**config.mk**
```make
export PLATFORM = sky130hd
export DESIGN_NAME = receive_ring_fifo_overwrite
export DESIGN_NICKNAME = d
export VERILOG_FILES = /design/src/hw/rtl/rrfo_pkg.sv /design/src/hw/rtl/receive_ring_fifo_overwrite.sv /design/src/hw/rtl/rrfo_ram.sv
export VERILOG_INCLUDE_DIRS = /design/src /design/src/hw/rtl
export SDC_FILE = /design/constraint.sdc
export NUM_CORES = 1
export LEC_CHECK = 0
export ABC_CLOCK_PERIOD_IN_PS = 3300
export BUFFER_PORTS_ARGS = -buffer_cell sky130_fd_sc_hd__buf_2
export CORE_MARGIN = 5
export CORE_UTILIZATION = 45
export CTS_CLUSTER_DIAMETER = 100
export DETAILED_ROUTE_END_ITERATION = 8
export GPL_TIMING_DRIVEN = 0
export SYNTH_ARGS = -nofsm -noshare
export SYNTH_HDL_FRONTEND = slang
export SYNTH_SLANG_ARGS = --single-unit
```
**constraint.sdc**
```tcl
create_clock -name clk -period 3.3 [get_ports clk]
set_input_delay 0.495 -clock clk [delete_from_list [all_inputs] [get_ports clk]]
set_output_delay 0.495 -clock clk [all_outputs]
set_load 0.01 [all_outputs]
```
**src/hw/rtl/receive_ring_fifo_overwrite_defines.svh**
```systemverilog
// ----------------------------------------------------------------------------
// receive_ring_fifo_overwrite_defines
// Assertion macros for the receive ring buffer. They expand to nothing in
// synthesis builds.
// ----------------------------------------------------------------------------
`ifndef RECEIVE_RING_FIFO_OVERWRITE_DEFINES_SVH
`define RECEIVE_RING_FIFO_OVERWRITE_DEFINES_SVH

`ifndef SYNTHESIS
// same-cycle implication, checked out of reset
`define RRFO_ASSERT_IMP(lbl, clk, rstn, ante, cons, msg) \
	lbl: assert property (@(posedge clk) disable iff (!rstn) (ante) |-> (cons)) \
		else $error(msg);
// next-cycle implication, checked out of reset
`define RRFO_ASSERT_NXT(lbl, clk, rstn, ante, cons, msg) \
	lbl: assert property (@(posedge clk) disable iff (!rstn) (ante) |=> (cons)) \
		else $error(msg);
`else
`define RRFO_ASSERT_IMP(lbl, clk, rstn, ante, cons, msg)
`define RRFO_ASSERT_NXT(lbl, clk, rstn, ante, cons, msg)
`endif

`endif

```
**src/hw/rtl/rrfo_pkg.sv**
```systemverilog
// ----------------------------------------------------------------------------
// rrfo_pkg
// Shared constants, types and helpers of the receive ring buffer.
// ----------------------------------------------------------------------------
package rrfo_pkg;

	// ring geometry
	localparam int RING_DEPTH = 32;
	localparam int IDX_W      = $clog2(RING_DEPTH);
	localparam int CNT_W      = $clog2(RING_DEPTH + 1);

	// fixed field widths
	localparam int BYTE_W = 8;
	localparam int FILL_W = 6;
	localparam int OP_W   = 2;

	localparam logic [BYTE_W-1:0] EMPTY_BYTE = 8'hFF;

	typedef logic [IDX_W-1:0]  idx_t;
	typedef logic [CNT_W-1:0]  cnt_t;
	typedef logic [BYTE_W-1:0] byte_t;

	typedef enum logic [OP_W-1:0] {
		OP_PUSH  = 2'd0,
		OP_POP   = 2'd1,
		OP_FLUSH = 2'd2,
		OP_NOP   = 2'd3
	} op_t;

	// where a peek register takes its next value from
	typedef enum logic [1:0] {
		SRC_KEEP  = 2'd0,
		SRC_DATA  = 2'd1,
		SRC_RAM   = 2'd2,
		SRC_EMPTY = 2'd3
	} peek_src_t;

	// operation record handed from the index stage to the peek stage
	typedef struct packed {
		peek_src_t head_src;
		peek_src_t tail_src;
		logic      pop_hit;
		logic      was_empty;
		logic      dropped;
		cnt_t      count;
		byte_t     data;
	} s1_t;

	// advance a ring position with wrap
	function automatic idx_t ring_next(idx_t pos);
		return (pos == idx_t'(RING_DEPTH - 1)) ? '0 : idx_t'(pos + 1'b1);
	endfunction

endpackage

```
**src/hw/rtl/receive_ring_fifo_overwrite.sv**
```systemverilog
// Pipeline: an input transfer loads the stage 1 register; the result register
//   loads from stage 1 when it advances, which an output stall can hold off.
// Throughput: one operation per cycle unless the output stalls; the byte store
//   read port is registered: the new head byte reaches the peek stage next cycle.
// Reset: indices cleared, ring empty, pipeline and result register empty.
//   The byte store is not cleared; only held entries are ever used.
// ----------------------------------------------------------------------------
// receive_ring_fifo_overwrite
// Byte receive ring buffer that drops the oldest byte on a push into a full
// ring. Stage 0 updates indices, count and store; stage 1 resolves the head
// and tail peeks; a result register feeds the output channel.
// ----------------------------------------------------------------------------
`include "receive_ring_fifo_overwrite_defines.svh"

module receive_ring_fifo_overwrite (
	input  logic       clk,
	input  logic       arst_n,
	input  logic       in_valid,
	output logic       in_stall,
	input  logic [1:0] opcode,
	input  logic [7:0] push_byte,
	output logic       out_valid,
	input  logic       out_stall,
	output logic [7:0] read_byte,
	output logic       read_was_empty,
	output logic       dropped_oldest,
	output logic [5:0] fill_count,
	output logic [7:0] head_byte,
	output logic [7:0] tail_byte
);

	localparam rrfo_pkg::cnt_t FULL_CNT = rrfo_pkg::cnt_t'(rrfo_pkg::RING_DEPTH);
	localparam rrfo_pkg::cnt_t ONE_CNT  = rrfo_pkg::cnt_t'(1);

	// ring state
	rrfo_pkg::idx_t  head_q, tail_q, head_d, tail_d;
	rrfo_pkg::cnt_t  count_q, count_d;
	rrfo_pkg::s1_t   s1_d, s1_s1;
	logic            s1_valid_s1;
	logic            s1_adv, in_acc;

	// store port controls
	logic            wr_en_c;
	rrfo_pkg::idx_t  wr_addr_c, rd_addr_c;
	rrfo_pkg::byte_t ram_rdata;

	// peek cache and next values
	rrfo_pkg::byte_t head_peek_q, tail_peek_q, head_new, tail_new, rd_new;

	// result register
	logic            out_valid_q;
	rrfo_pkg::byte_t read_byte_q, head_byte_q, tail_byte_q;
	logic            was_empty_q, dropped_q;
	rrfo_pkg::cnt_t  cnt_q;

	// handshake
	assign s1_adv   = s1_valid_s1 && (!out_valid_q || !out_stall);
	assign in_stall = s1_valid_s1 && !s1_adv;
	assign in_acc   = in_valid && !in_stall;

	// stage 0: index, count and store update
	always_comb begin
		head_d         = head_q;
		tail_d         = tail_q;
		count_d        = count_q;
		wr_en_c        = 1'b0;
		wr_addr_c      = rrfo_pkg::ring_next(tail_q);
		rd_addr_c      = rrfo_pkg::ring_next(head_q);
		s1_d.head_src  = rrfo_pkg::SRC_KEEP;
		s1_d.tail_src  = rrfo_pkg::SRC_KEEP;
		s1_d.pop_hit   = 1'b0;
		s1_d.was_empty = 1'b0;
		s1_d.dropped   = 1'b0;
		s1_d.data      = push_byte;
		unique case (rrfo_pkg::op_t'(opcode))
			rrfo_pkg::OP_PUSH: begin
				wr_en_c       = 1'b1;
				s1_d.tail_src = rrfo_pkg::SRC_DATA;
				if (count_q == '0) begin
					// first byte lands at position zero
					head_d        = '0;
					tail_d        = '0;
					count_d       = ONE_CNT;
					wr_addr_c     = '0;
					s1_d.head_src = rrfo_pkg::SRC_DATA;
				end else if (count_q == FULL_CNT) begin
					// full: drop the oldest, new head byte comes from the store
					head_d        = rrfo_pkg::ring_next(head_q);
					tail_d        = rrfo_pkg::ring_next(tail_q);
					s1_d.dropped  = 1'b1;
					s1_d.head_src = rrfo_pkg::SRC_RAM;
				end else begin
					tail_d  = rrfo_pkg::ring_next(tail_q);
					count_d = count_q + ONE_CNT;
				end
			end
			rrfo_pkg::OP_POP: begin
				if (count_q == '0) begin
					s1_d.was_empty = 1'b1;
				end else begin
					s1_d.pop_hit = 1'b1;
					if (count_q == ONE_CNT) begin
						// last byte leaves, indices stay
						count_d       = '0;
						s1_d.head_src = rrfo_pkg::SRC_EMPTY;
						s1_d.tail_src = rrfo_pkg::SRC_EMPTY;
					end else begin
						head_d        = rrfo_pkg::ring_next(head_q);
						count_d       = count_q - ONE_CNT;
						s1_d.head_src = rrfo_pkg::SRC_RAM;
					end
				end
			end
			rrfo_pkg::OP_FLUSH: begin
				head_d        = '0;
				tail_d        = '0;
				count_d       = '0;
				s1_d.head_src = rrfo_pkg::SRC_EMPTY;
				s1_d.tail_src = rrfo_pkg::SRC_EMPTY;
			end
			rrfo_pkg::OP_NOP: begin
			end
		endcase
		s1_d.count = count_d;
	end

	always_ff @(posedge clk or negedge arst_n) begin
		if (!arst_n) begin
			head_q  <= '0;
			tail_q  <= '0;
			count_q <= '0;
		end else if (in_acc) begin
			head_q  <= head_d;
			tail_q  <= tail_d;
			count_q <= count_d;
		end
	end

	// byte store
	rrfo_ram #(
		.WIDTH (rrfo_pkg::BYTE_W),
		.DEPTH (rrfo_pkg::RING_DEPTH)
	) u_store (
		.clk     (clk),
		.wr_en   (in_acc && wr_en_c),
		.wr_addr (wr_addr_c),
		.wr_data (push_byte),
		.rd_en   (in_acc),
		.rd_addr (rd_addr_c),
		.rd_data (ram_rdata)
	);

	// stage 1 register
	always_ff @(posedge clk or negedge arst_n) begin
		if (!arst_n) begin
			s1_valid_s1 <= 1'b0;
		end else begin
			s1_valid_s1 <= in_acc || (s1_valid_s1 && !s1_adv);
		end
	end

	always_ff @(posedge clk) begin
		if (in_acc) begin
			s1_s1 <= s1_d;
		end
	end

	// stage 1: resolve peeks and popped byte
	always_comb begin
		unique case (s1_s1.head_src)
			rrfo_pkg::SRC_KEEP:  head_new = head_peek_q;
			rrfo_pkg::SRC_DATA:  head_new = s1_s1.data;
			rrfo_pkg::SRC_RAM:   head_new = ram_rdata;
			rrfo_pkg::SRC_EMPTY: head_new = rrfo_pkg::EMPTY_BYTE;
		endcase
		unique case (s1_s1.tail_src)
			rrfo_pkg::SRC_KEEP,
			rrfo_pkg::SRC_RAM:   tail_new = tail_peek_q;
			rrfo_pkg::SRC_DATA:  tail_new = s1_s1.data;
			rrfo_pkg::SRC_EMPTY: tail_new = rrfo_pkg::EMPTY_BYTE;
		endcase
		rd_new = s1_s1.pop_hit ? head_peek_q : rrfo_pkg::EMPTY_BYTE;
	end

	// peek cache, FF while empty
	always_ff @(posedge clk or negedge arst_n) begin
		if (!arst_n) begin
			head_peek_q <= rrfo_pkg::EMPTY_BYTE;
			tail_peek_q <= rrfo_pkg::EMPTY_BYTE;
		end else if (s1_adv) begin
			head_peek_q <= head_new;
			tail_peek_q <= tail_new;
		end
	end

	// result register
	always_ff @(posedge clk or negedge arst_n) begin
		if (!arst_n) begin
			out_valid_q <= 1'b0;
		end else if (s1_adv) begin
			out_valid_q <= 1'b1;
		end else if (!out_stall) begin
			out_valid_q <= 1'b0;
		end
	end

	always_ff @(posedge clk) begin
		if (s1_adv) begin
			read_byte_q <= rd_new;
			was_empty_q <= s1_s1.was_empty;
			dropped_q   <= s1_s1.dropped;
			cnt_q       <= s1_s1.count;
			head_byte_q <= head_new;
			tail_byte_q <= tail_new;
		end
	end

	assign out_valid      = out_valid_q;
	assign read_byte      = read_byte_q;
	assign read_was_empty = was_empty_q;
	assign dropped_oldest = dropped_q;
	assign fill_count     = rrfo_pkg::FILL_W'(cnt_q);
	assign head_byte      = head_byte_q;
	assign tail_byte      = tail_byte_q;

	// checks
	`RRFO_ASSERT_IMP(a_count_range, clk, arst_n, 1'b1, count_q <= FULL_CNT,
		"ring count above depth")
	`RRFO_ASSERT_IMP(a_drop_full, clk, arst_n, out_valid_q && dropped_q,
		cnt_q == FULL_CNT, "drop reported while ring not full")
	`RRFO_ASSERT_IMP(a_empty_pop, clk, arst_n, out_valid_q && was_empty_q,
		(cnt_q == '0) && (read_byte_q == rrfo_pkg::EMPTY_BYTE)
		&& (head_byte_q == rrfo_pkg::EMPTY_BYTE), "empty pop result inconsistent")
	`RRFO_ASSERT_NXT(a_flush_clears, clk, arst_n,
		in_acc && (opcode == rrfo_pkg::OP_FLUSH), count_q == '0, "flush left bytes in ring")

endmodule

```
**src/hw/rtl/rrfo_ram.sv**
```systemverilog
// ----------------------------------------------------------------------------
// rrfo_ram
// Generic simple dual-port RAM: one write port, one read port with a
// registered read that holds while the read enable is low.
// ----------------------------------------------------------------------------
module rrfo_ram #(
	parameter int WIDTH = 8,
	parameter int DEPTH = 32
) (
	input  logic                     clk,
	input  logic                     wr_en,
	input  logic [$clog2(DEPTH)-1:0] wr_addr,
	input  logic [WIDTH-1:0]         wr_data,
	input  logic                     rd_en,
	input  logic [$clog2(DEPTH)-1:0] rd_addr,
	output logic [WIDTH-1:0]         rd_data
);

	logic [WIDTH-1:0] mem [DEPTH];
	logic [WIDTH-1:0] rd_data_q;

	// write port
	always_ff @(posedge clk) begin
		if (wr_en) begin
			mem[wr_addr] <= wr_data;
		end
	end

	// registered read
	always_ff @(posedge clk) begin
		if (rd_en) begin
			rd_data_q <= mem[rd_addr];
		end
	end

	assign rd_data = rd_data_q;

endmodule
```
### Word level (Yosys, flattened, before mapping)

Memory sizes are Yosys's and may differ from the RTL's. A register that Yosys moved wholly into a read port is not among the register bits.
Cells that the tools add are included.

| operators by class | value |
|---|---|
| eq/ne operators | 16 |
| mux-type cells | 30 |
| bitwise gates (word level) | 1 |
| reduce and logical (&&, ||, !) cells | 20 |
| add/sub/neg operators | 4 |

Operator list:

| cell | count |
|---|---|
| 5-bit two-way mux | 9 |
| 8-bit one-hot mux with 4 select lines | 1 |
| 6-bit two-way mux | 4 |
| 8-bit one-hot mux with 3 select lines | 1 |
| 6-bit one-hot mux with 3 select lines | 1 |
| 5-bit one-hot mux with 3 select lines | 1 |
| 4-bit one-hot mux with 3 select lines | 1 |
| 5-bit by 1-bit adder with 5-bit output (second input constant) | 2 |
| 2-bit == test (second input constant) | 5 |
| 5-bit == test (second input constant) | 2 |
| 5-bit one-hot mux with 2 select lines | 1 |
| 1-bit two-way mux | 8 |
| 6-bit by 1-bit adder with 6-bit output (second input constant) | 1 |
| 2-bit by 1-bit == test with 1-bit output (second input constant) | 3 |
| 6-bit by 1-bit == test with 1-bit output (second input constant) | 1 |
| 6-bit == test (second input constant) | 1 |
| 2-bit logical NOT | 3 |
| 6-bit logical NOT | 1 |
| 2-bit two-way mux | 3 |
| 6-bit by 1-bit subtractor with 6-bit output (second input constant) | 1 |
| 5-bit AND reduction | 1 |
| 1-bit logical AND | 4 |
| 1-bit logical NOT | 4 |
| 2-bit != test (second input constant) | 2 |
| 8 further kinds | 10 |

| word-level totals | value |
|---|---|
| output and inout bits | 34 |
| memory bits (writable) | 256 |
| logic and storage cells | 92 |
| memories kept | 1 |
| input port bits | 14 |
| bits in registers | 87 |

Memories:

| name | words | width | rd ports | clocked after memory_dff | write ports | RTL line | source |
|---|---|---|---|---|---|---|---|
| u_store.mem | 32 | 8 | 1 | 1 | 1 | rrfo_ram.sv:19 | `logic [WIDTH-1:0] mem [DEPTH];` |

### Depth between registers and ports, before layout

Gate-level depths: netlist of the first run.

| depth | value |
|---|---|
| depth in word-level cells | 10 |
| gate-level depth with buffers | 9 |

### Modules after synthesis

From an unflattened synthesis of the first run, not the netlist that was laid out.

| second synthesis, totals | value |
|---|---|
| cells, all modules | 735 |
| area, all modules | 14,199.9 um2 |

By module, submodules not included:

| module | cells each | instances | area each (um2) |
|---|---|---|---|
| rrfo_ram | 417 | 1 | 10,133.5 |
| receive_ring_fifo_overwrite | 318 | 1 | 4,066.4 |

### Worst setup path before layout of the first run

No wires, ideal clock.

| timing | value |
|---|---|
| path kind | input -> register |
| start | in out_stall |
| end | mem u_store.mem[0][0], enable pin |
| buffers on the path | 0 |
| path slack | 0.626 ns |
| arrival time | 2.304 ns |
| data required time | 2.929 ns |
| stages on the path | 5 |
| setup time | 0.371 ns |
| path through | nand3_1 > nand2_1 > inv_1 > nand3_1 > nor2_1 |

| on the way | value |
|---|---|
| word-level cells in the longest chain between the ends | 10 |

RTL lines:

| what | RTL line | source |
|---|---|---|
| start: declaration | receive_ring_fifo_overwrite.sv:23 | `input logic out_stall,` |
| 1-bit logical NOT | n/a |  |
| 1-bit logical OR | receive_ring_fifo_overwrite.sv:57 | `assign s1_adv = s1_valid_s1 && (!out_valid_q \|\| !out_stall);` |
| 1-bit logical AND | receive_ring_fifo_overwrite.sv:57 |  |
| 1-bit logical NOT | receive_ring_fifo_overwrite.sv:58 | `assign in_stall = s1_valid_s1 && !s1_adv;` |
| 1-bit logical AND | receive_ring_fifo_overwrite.sv:58 |  |
| 1-bit logical NOT | receive_ring_fifo_overwrite.sv:59 | `assign in_acc = in_valid && !in_stall;` |
| 1-bit logical AND | receive_ring_fifo_overwrite.sv:59 |  |
| named net in_acc | receive_ring_fifo_overwrite.sv:40 | `logic s1_adv, in_acc;` |
| 1-bit logical AND | receive_ring_fifo_overwrite.sv:145 | `.wr_en (in_acc && wr_en_c),` |
| 1-bit two-way mux | rrfo_ram.sv:24 | `if (wr_en) begin` |
| 1-bit two-way mux (implied by the code) | rrfo_ram.sv:25 | `mem[wr_addr] <= wr_data;` |
| end: declaration | rrfo_ram.sv:19 |  |

The timed path passes the listed nets, and every way through them passes these cells.

### Final worst setup path of the first run

| timing | value |
|---|---|
| start | reg count_q[1] |
| end | mem u_store.mem[8][3], enable pin |

| on the way | value |
|---|---|
| word-level cells in the longest chain between the ends | 3 |

RTL lines:

| what | RTL line | source |
|---|---|---|
| start: declaration | receive_ring_fifo_overwrite.sv:37 | `rrfo_pkg::cnt_t count_q, count_d;` |
| start signal: assignment | receive_ring_fifo_overwrite.sv:135 | `count_q <= count_d;` |
| 6-bit logical NOT | receive_ring_fifo_overwrite.sv:79 | `if (count_q == '0) begin` |
| 5-bit two-way mux | n/a |  |
| 5-bit two-way mux | receive_ring_fifo_overwrite.sv:75 | `unique case (rrfo_pkg::op_t'(opcode))` |

No other way between the ends.

==> results of run 1 <==
-- what timing repair did --
item | CTS | global route
buffers inserted | 3 | 0
gates resized for setup | 33 | 1
endpoints found under the setup margin | 256 | 80
pin swaps | 3 | 0
-- metal layers --
metal  up-vias  track usage
met3        69       0.0307
met2       288        0.275
met5         -            0
met1      3628        0.228
li1       3207            -
met4         0       0.0531
-- stage by stage --
stage | power (mW) | util | TNS [ns] | instances | setup WS (ns)
after detailed placement | 9.46 | 0.476 | -104.96 | 1203 | -0.762
after global routing | 14.2 | 0.519 | -7.37 | 1272 | -0.157
after CTS | 13.7 | 0.519 | 0 | 1272 | 0.0321
final | 13.5 | 0.519 | 0 | 1272 | 0.00503
after floorplan | 8.33 | - | 0 | 754 | 0.626
after global placement | 9.37 | 0.476 | -80.82 | 1203 | -0.654
-- cell type report --
cell class | instances | area share
plain buffers | 29 | 0.0103
clock buffers | 46 | 0.0623
clock inverters | 20 | 0.0127
inverters | 14 | 0.00347
multi-input cells | 360 | 0.225
flip-flops and latches | 351 | 0.640
well taps | 402 | 0.0310
repair buffers | 50 | 0.0159
-- cells by family after synthesis --
| kind of cell | count (synthesis) | synth area share |
|---|---|---|
| flip-flops | 351 | 0.733 |
| AND/OR/NAND/NOR | 135 | 0.0481 |
| multiplexers | 128 | 0.150 |
| AO/OA/AOI/OAI | 80 | 0.0408 |
| buffers and inverters | 43 | 0.0155 |
| adder cells (fa/ha/maj) | 11 | 0.00971 |
| XOR/XNOR | 6 | 0.00371 |
-- worst min path at each step --
stage	start	end
2_1_floorplan	arst_n	count_q[0]
3_3_place_gp	s1_s1[14]	dropped_oldest
3_5_place_dp	s1_s1[14]	dropped_oldest
4_1_cts	arst_n	count_q[2]
5_1_grt	arst_n	count_q[2]
6_report	arst_n	count_q[2]
-- worst max-delay path: stages, from the launching register on --
cell and delay [ns]:
sky130_fd_sc_hd__dfrtp_1 0.49, sky130_fd_sc_hd__inv_1 0.13, sky130_fd_sc_hd__ha_1 0.27, sky130_fd_sc_hd__nor4b_4 0.45
sky130_fd_sc_hd__nand2_1 0.17, sky130_fd_sc_hd__o21ai_0 0.11, sky130_fd_sc_hd__nand3_1 0.61, sky130_fd_sc_hd__nor2_2 0.69
-- cells in the final DEF, fill, tap and decap left out, types with 3 or more instances in the layout --
cell type | synthesis | layout
sky130_fd_sc_hd__a21oi_1 | 11 | 11
sky130_fd_sc_hd__a221oi_1 | 8 | 8
sky130_fd_sc_hd__a22o_1 | 8 | 8
sky130_fd_sc_hd__a31oi_1 | 11 | 11
sky130_fd_sc_hd__and3_1 | 5 | 5
sky130_fd_sc_hd__buf_2 | 8 | 55
sky130_fd_sc_hd__buf_4 | 9 | 12
sky130_fd_sc_hd__bufinv_16 | 0 | 4
sky130_fd_sc_hd__clkbuf_1 | 9 | 15
sky130_fd_sc_hd__clkbuf_16 | 0 | 39
sky130_fd_sc_hd__clkinv_1 | 0 | 3
sky130_fd_sc_hd__clkinv_2 | 0 | 10
sky130_fd_sc_hd__dfrtp_1 | 18 | 18
sky130_fd_sc_hd__dfstp_2 | 16 | 16
sky130_fd_sc_hd__edfxtp_1 | 317 | 317
sky130_fd_sc_hd__ha_1 | 11 | 11
sky130_fd_sc_hd__inv_1 | 14 | 13
sky130_fd_sc_hd__mux2_2 | 31 | 31
sky130_fd_sc_hd__mux2i_1 | 33 | 33
sky130_fd_sc_hd__mux4_2 | 64 | 64
sky130_fd_sc_hd__nand2_1 | 22 | 22
sky130_fd_sc_hd__nand2b_1 | 14 | 14
sky130_fd_sc_hd__nand3_1 | 9 | 9
sky130_fd_sc_hd__nand4b_1 | 4 | 4
sky130_fd_sc_hd__nor2_1 | 55 | 23
sky130_fd_sc_hd__nor2_2 | 1 | 33
sky130_fd_sc_hd__nor2b_1 | 7 | 7
sky130_fd_sc_hd__nor3_1 | 4 | 4
sky130_fd_sc_hd__o21ai_0 | 15 | 15
sky130_fd_sc_hd__o22a_1 | 14 | 14
sky130_fd_sc_hd__xnor2_1 | 5 | 5
-- sequential cells by signal (all words and copies together) (netlist names), 5 cells and up --
register / flops
tail_q: 5
count_q: 6
tail_byte: 8
head_q: 5
head_peek_q: 8
fill_count: 6
head_byte: 8
u_store.mem: 256
read_byte: 8
u_store.rd_data: 8
s1_s1: 21
tail_peek_q: 8
-- power groups by stage --
stage	logic, mW	clock network (mW)	registers (mW)
finish	3.92	4.14	5.47
global route	4.24	4.42	5.50
CTS	3.97	4.22	5.47
detailed placement	3.90	0	5.56
global placement	3.83	0	5.54
floorplan	2.80	0	5.53
==> results.toml, run 1 <==
[grt]
grt_pass1_vias = 7530
antenna_found_initial = 0
maximum_number_of_pins_on_one_net_before_global_route_repair = 36
gr-total-overflow = 0
grt.total_usage = 0.167
wire_length_of_the_first_global_routing_pass_um = 45300

[finish]
multi_input_comb_area_sq_um = 3650
flow.area_growth_from_synthesis_pct = 14.5
finalNetCount = 868
fillerInstances = 2466
diodes = 0
share_of_cells_above_drive_strength_1 = 0.320
post-route-cell-area_sq_um = 16200
layout.area.seq_sq_um = 10400

[power]
max-vdd-ir-drop_mv = 0.434
p_switching_mw = 3.94
power.sequential.fraction = 0.404
power.switching_fraction = 0.292
power_frac_clock = 0.306
power_per_cell_area_nw_per_um2 = 833
p_comb_frac = 0.290
leakage_nw = 5.36
cell_internal_pwr_mw = 9.58

[timing]
worst-slew-pin-transition_ns = 1.18
grt_setup_unrepaired = "yes"
total_count_of_max_transition_violations_in_the_final_report = 0
min_period_ns = 3.29
hold_ws_ns = 0.0749
setup_viol = 0
period_share = 0.998
timing.final.hold_violations = 0
skew_ns = 0.0133
achievable-frequency_mhz = 303
timing.slew.headroom = 0.211

[die]
dieArea_sq_um = 35200
start_util = 0.453
floorplan.io_pins = 48
dieHeight_um = 188
die_w_um = 188
floorplan.core_area_sq_um = 31300
placement_rows = 65

[synthesis]
syn-num-nets = 779
yosysSeqAreaShare = 0.733
synth.cell_area_sq_um = 14200
unique_masters_post_synth = 50
synth-async-reset-ratio = 0.0969
synthMostInstantiatedCell = "sky130_fd_sc_hd__edfxtp_1"
ys_seq_elements = 351
postSynth.topFlopCell = "sky130_fd_sc_hd__edfxtp_1"
synth.avg_cell_area_sq_um = 18.8
netlist_instances = 754
post-synth-top-area-cell = "sky130_fd_sc_hd__edfxtp_1"
synth_edf_count = 317
synth.top_cells.by_area = "sky130_fd_sc_hd__edfxtp_1 67%, sky130_fd_sc_hd__mux4_2 10%, sky130_fd_sc_hd__dfrtp_1 3.2%"
post-synth-top-area-fraction = 0.671
synth_commonest_cells = "317 x sky130_fd_sc_hd__edfxtp_1, 64 x sky130_fd_sc_hd__mux4_2, 55 x sky130_fd_sc_hd__nor2_1, 33 x sky130_fd_sc_hd__mux2i_1, 31 x sky130_fd_sc_hd__mux2_2"
yosys_warnings = 0

[worst_setup_path]
critical_path.reg2reg.endpoint = "u_store.mem[8][3]"
worst_ep_required_time_ns = 3.45
worst_reg_to_reg_setup_slack_ns = 0.005
critical_path.max_fanout = 9
cp-startpoint = "count_q[1]"
worst_r2r_startpoint = "count_q[1]"
cp-endpoint = "u_store.mem[8][3]"
crit_path_start_kind = "flop"
cp.arrival_ns = 3.45
ws_path_type = "flop to flop"
timing.reg2reg.worst_path_depth = 7
setup.worst_path.end_class = "flop"

[drt]
drt-met1-wl_um = 12300
met3WireLength_um = 1930
routedWlPerCell_um = 23.1
routed-wl-met2_um = 14300
route.detailed.drc = 0
route.vias.total = 7192
wl_um = 29400
ant_nets = 0
drt_iter0_markers = 679
vias_per_cell = 5.65
drt_pass1_iterations = 6
dr.max_layer_used = "met4"

[placement]
replace_congestion = 0.806
place.detailed.hpwl_um = 19000
place_area_sq_um = 14900
count_of_port_buffers_added_during_placement = 47

[clocking]
clock_latency_on_the_worst_skew_pair_ns = 0.52
cts-buffers-inserted = 37
ctsRootBufferMaster = "sky130_fd_sc_hd__clkbuf_16"
clock_path_buffers = 3
tritoncts = "built"
cts-hold-fix-buffers = 0
cts.sinks = 351
cts_max_level = 2
path_clk_slew_ns = 0.06

[min_path]
holdCritPathClass = "primary input to async pin"

[status]
outcome = "complete, no violations"

[run]
timing.max_cap.violations = 0
Power figures use the tool's default switching activity.
==> run 2, diff against run 1 <==
--- a/config.mk
+++ b/config.mk
@@ -8,11 +8,15 @@
 export LEC_CHECK = 0
 export ABC_CLOCK_PERIOD_IN_PS = 3300
 export BUFFER_PORTS_ARGS = -buffer_cell sky130_fd_sc_hd__buf_2
+export CAP_MARGIN = 15
+export CELL_PAD_IN_SITES_DETAIL_PLACEMENT = 0
+export CELL_PAD_IN_SITES_GLOBAL_PLACEMENT = 1
 export CORE_MARGIN = 5
 export CORE_UTILIZATION = 45
 export CTS_CLUSTER_DIAMETER = 100
 export DETAILED_ROUTE_END_ITERATION = 8
 export GPL_TIMING_DRIVEN = 0
+export PLACE_DENSITY_LB_ADDON = 0.1
 export SYNTH_ARGS = -nofsm -noshare
 export SYNTH_HDL_FRONTEND = slang
 export SYNTH_SLANG_ARGS = --single-unit
==> run 2 against run 1 <==
Effect of this change: routed wire length is 0.76% higher; global-route usage about the same; sequential cell count is the same; first-iteration DRC count shrank 29%; die area is the same; sequential share of layout area decreased by 0.059 points; clock power decreased by 8.0%; non-clock buffer count grew 7; combinational power rose by 2%; sequential power about the same; register-to-register slack improved by 0.17 ns; maximum frequency is 5.4% higher; critical path type unchanged; largest cell class unchanged.
==> results.toml, run 2 (same netlist as run 1, synthesis figures left out) <==
[timing]
setup_ws_final_ns = 0.174
worst-slew-pin-transition_ns = 0.983
hold_ws_ns = 0.0756
skew_ns = 0.00875
min_period_ns = 3.13
timing.slew.headroom = 0.339
setup_tns_ns = 0
grt_setup_unrepaired = "no"
setup_viol = 0
period_share = 0.947
achievable-frequency_mhz = 320
total_count_of_max_transition_violations_in_the_final_report = 0
timing.final.hold_violations = 0

[drt]
drt_pass1_iterations = 5
routedWlPerCell_um = 23.2
routed-wl-met2_um = 15000
drt-met1-wl_um = 12500
met3WireLength_um = 1550
vias_per_cell = 5.58
route.vias.total = 7147
wl_um = 29600
dr.max_layer_used = "met4"
ant_nets = 0
route.detailed.drc = 0
drt_iter0_markers = 485

[grt]
gr-total-overflow = 0
maximum_number_of_pins_on_one_net_before_global_route_repair = 36
grt.total_usage = 0.167
antenna_found_initial = 0
wire_length_of_the_first_global_routing_pass_um = 45100
grt_pass1_vias = 7339

[worst_setup_path]
worst_ep_required_time_ns = 3.50
worst_r2r_startpoint = "head_q[0]"
worst_reg_to_reg_setup_slack_ns = 0.17
setup.worst_path.end_class = "flop"
cp-endpoint = "u_store.rd_data[5]"
crit_path_start_kind = "flop"
timing.reg2reg.worst_path_depth = 10
ws_path_type = "flop to flop"
critical_path.max_fanout = 10
cp-startpoint = "head_q[0]"
cp.arrival_ns = 3.33
critical_path.reg2reg.endpoint = "u_store.rd_data[5]"

[clocking]
path_clk_slew_ns = 0.06
ctsRootBufferMaster = "sky130_fd_sc_hd__clkbuf_16"
cts.sinks = 351
cts_max_level = 2
tritoncts = "built"
cts-buffers-inserted = 38
clock_path_buffers = 3
clock_latency_on_the_worst_skew_pair_ns = 0.51

[power]
cell_internal_pwr_mw = 9.33
finalPower_mw = 13.3
leakage_nw = 5.35
power.sequential.fraction = 0.411
power_per_cell_area_nw_per_um2 = 816
p_switching_mw = 3.94
max-vdd-ir-drop_mv = 0.537
power.switching_fraction = 0.297
p_comb_frac = 0.302
power_frac_clock = 0.287

[placement]
place.detailed.hpwl_um = 19800
pre_cts_slack_ns = -0.795
placed_cells = 1203
place_area_sq_um = 14900
replace_congestion = 0.825
count_of_port_buffers_added_during_placement = 47

[finish]
multi_input_comb_area_sq_um = 3690
finalNetCount = 876
share_of_cells_above_drive_strength_1 = 0.315
top_register = "u_store.mem"
post-route-cell-area_sq_um = 16300
largest_reg_flops = 256
fillerInstances = 2513
utilization = 0.519
diodes = 0
finalNonFillerCells = 1280
final_cell_mix = "317 x sky130_fd_sc_hd__edfxtp_1, 64 x sky130_fd_sc_hd__mux4_2, 55 x sky130_fd_sc_hd__buf_2, 39 x sky130_fd_sc_hd__clkbuf_16, 33 x sky130_fd_sc_hd__mux2i_1"
most_common_cell_after_layout_fill_and_taps_aside = "sky130_fd_sc_hd__edfxtp_1"
flow.area_growth_from_synthesis_pct = 14.7
layout_top_registers = "u_store.mem (256), s1_s1 (21)"
layout.area.seq_sq_um = 10400

[die]
floorplan.io_pins = 48
dieArea_sq_um = 35200
placement_rows = 65
start_util = 0.453
floorplan.core_area_sq_um = 31300
die_w_um = 188
dieHeight_um = 188

[min_path]
holdCritPathClass = "primary input to async pin"

[status]
outcome = "complete, no violations"

[run]
timing.max_cap.violations = 0
## run 2: cell types whose count changed in the layout (fill, tap and decap cells not counted), sizes merged
cell	before	now
buf	70	77
bufinv	4	0
clkinv	13	14
clkbuf	55	61
clkinvlp	2	1
inv	15	14
## run 2: layout make-up
| type | count | area share |
|---|---|---|
| sequential | 351 | 0.639 |
| multi-input combinational | 360 | 0.227 |
| clock buffer | 52 | 0.0643 |
| tap | 402 | 0.0309 |
| timing repair buffer | 57 | 0.0211 |
| buffer | 29 | 0.0103 |
| clock inverter | 15 | 0.00416 |
| inverter | 14 | 0.00346 |
## run 2: worst min path at each step
stage | to | slack [ns] | cells past startpoint
after detailed placement | fill_count[4] | 0.40 | 0
final | count_q[4] | 0.08 | 1
after global routing | count_q[4] | 0.14 | 1
after CTS | count_q[4] | 0.12 | 1
after global placement | fill_count[0] | 0.40 | 0
after floorplan | count_q[0] | 0.20 | 0
## run 2: critical path, cell delays in order, from the launching register on
cell,delay [ns]
sky130_fd_sc_hd__dfrtp_1,0.44
sky130_fd_sc_hd__ha_1,0.26
sky130_fd_sc_hd__and3_1,0.19
sky130_fd_sc_hd__ha_1,0.28
sky130_fd_sc_hd__nor2_4,0.16
sky130_fd_sc_hd__buf_12,0.14
sky130_fd_sc_hd__buf_4,0.22
sky130_fd_sc_hd__buf_2,0.31
sky130_fd_sc_hd__mux4_2,0.37
sky130_fd_sc_hd__mux2i_1,0.26
sky130_fd_sc_hd__a221oi_1,0.18
## run 2: power groups by stage
stage / Clock (mW) / Combinational [mW] / Sequential [mW]
3_5_place_dp: 0 / 3.94 / 5.55
2_1_floorplan: 0 / 2.80 / 5.53
6_report: 3.81 / 4.00 / 5.46
4_1_cts: 3.91 / 3.97 / 5.46
5_1_grt: 4.08 / 4.33 / 5.50
3_3_place_gp: 0 / 3.89 / 5.54
## run 2: routing by layer
layer | vias to the layer above | GRT usage
li1 | 3226 | -
met1 | 3674 | 0.223
met2 | 199 | 0.287
met3 | 48 | 0.0296
met4 | 0 | 0.0435
met5 | - | 0
## run 2: timing repair
| item | CTS | global route |
|---|---|---|
| hold endpoints to repair | 0 | 0 |
| buffers inserted | 0 | 9 |
| pin swaps | 0 | 3 |
| gates resized for setup | 14 | 26 |
| hold buffers | 0 | 0 |
| setup endpoints to repair | 256 | 258 |
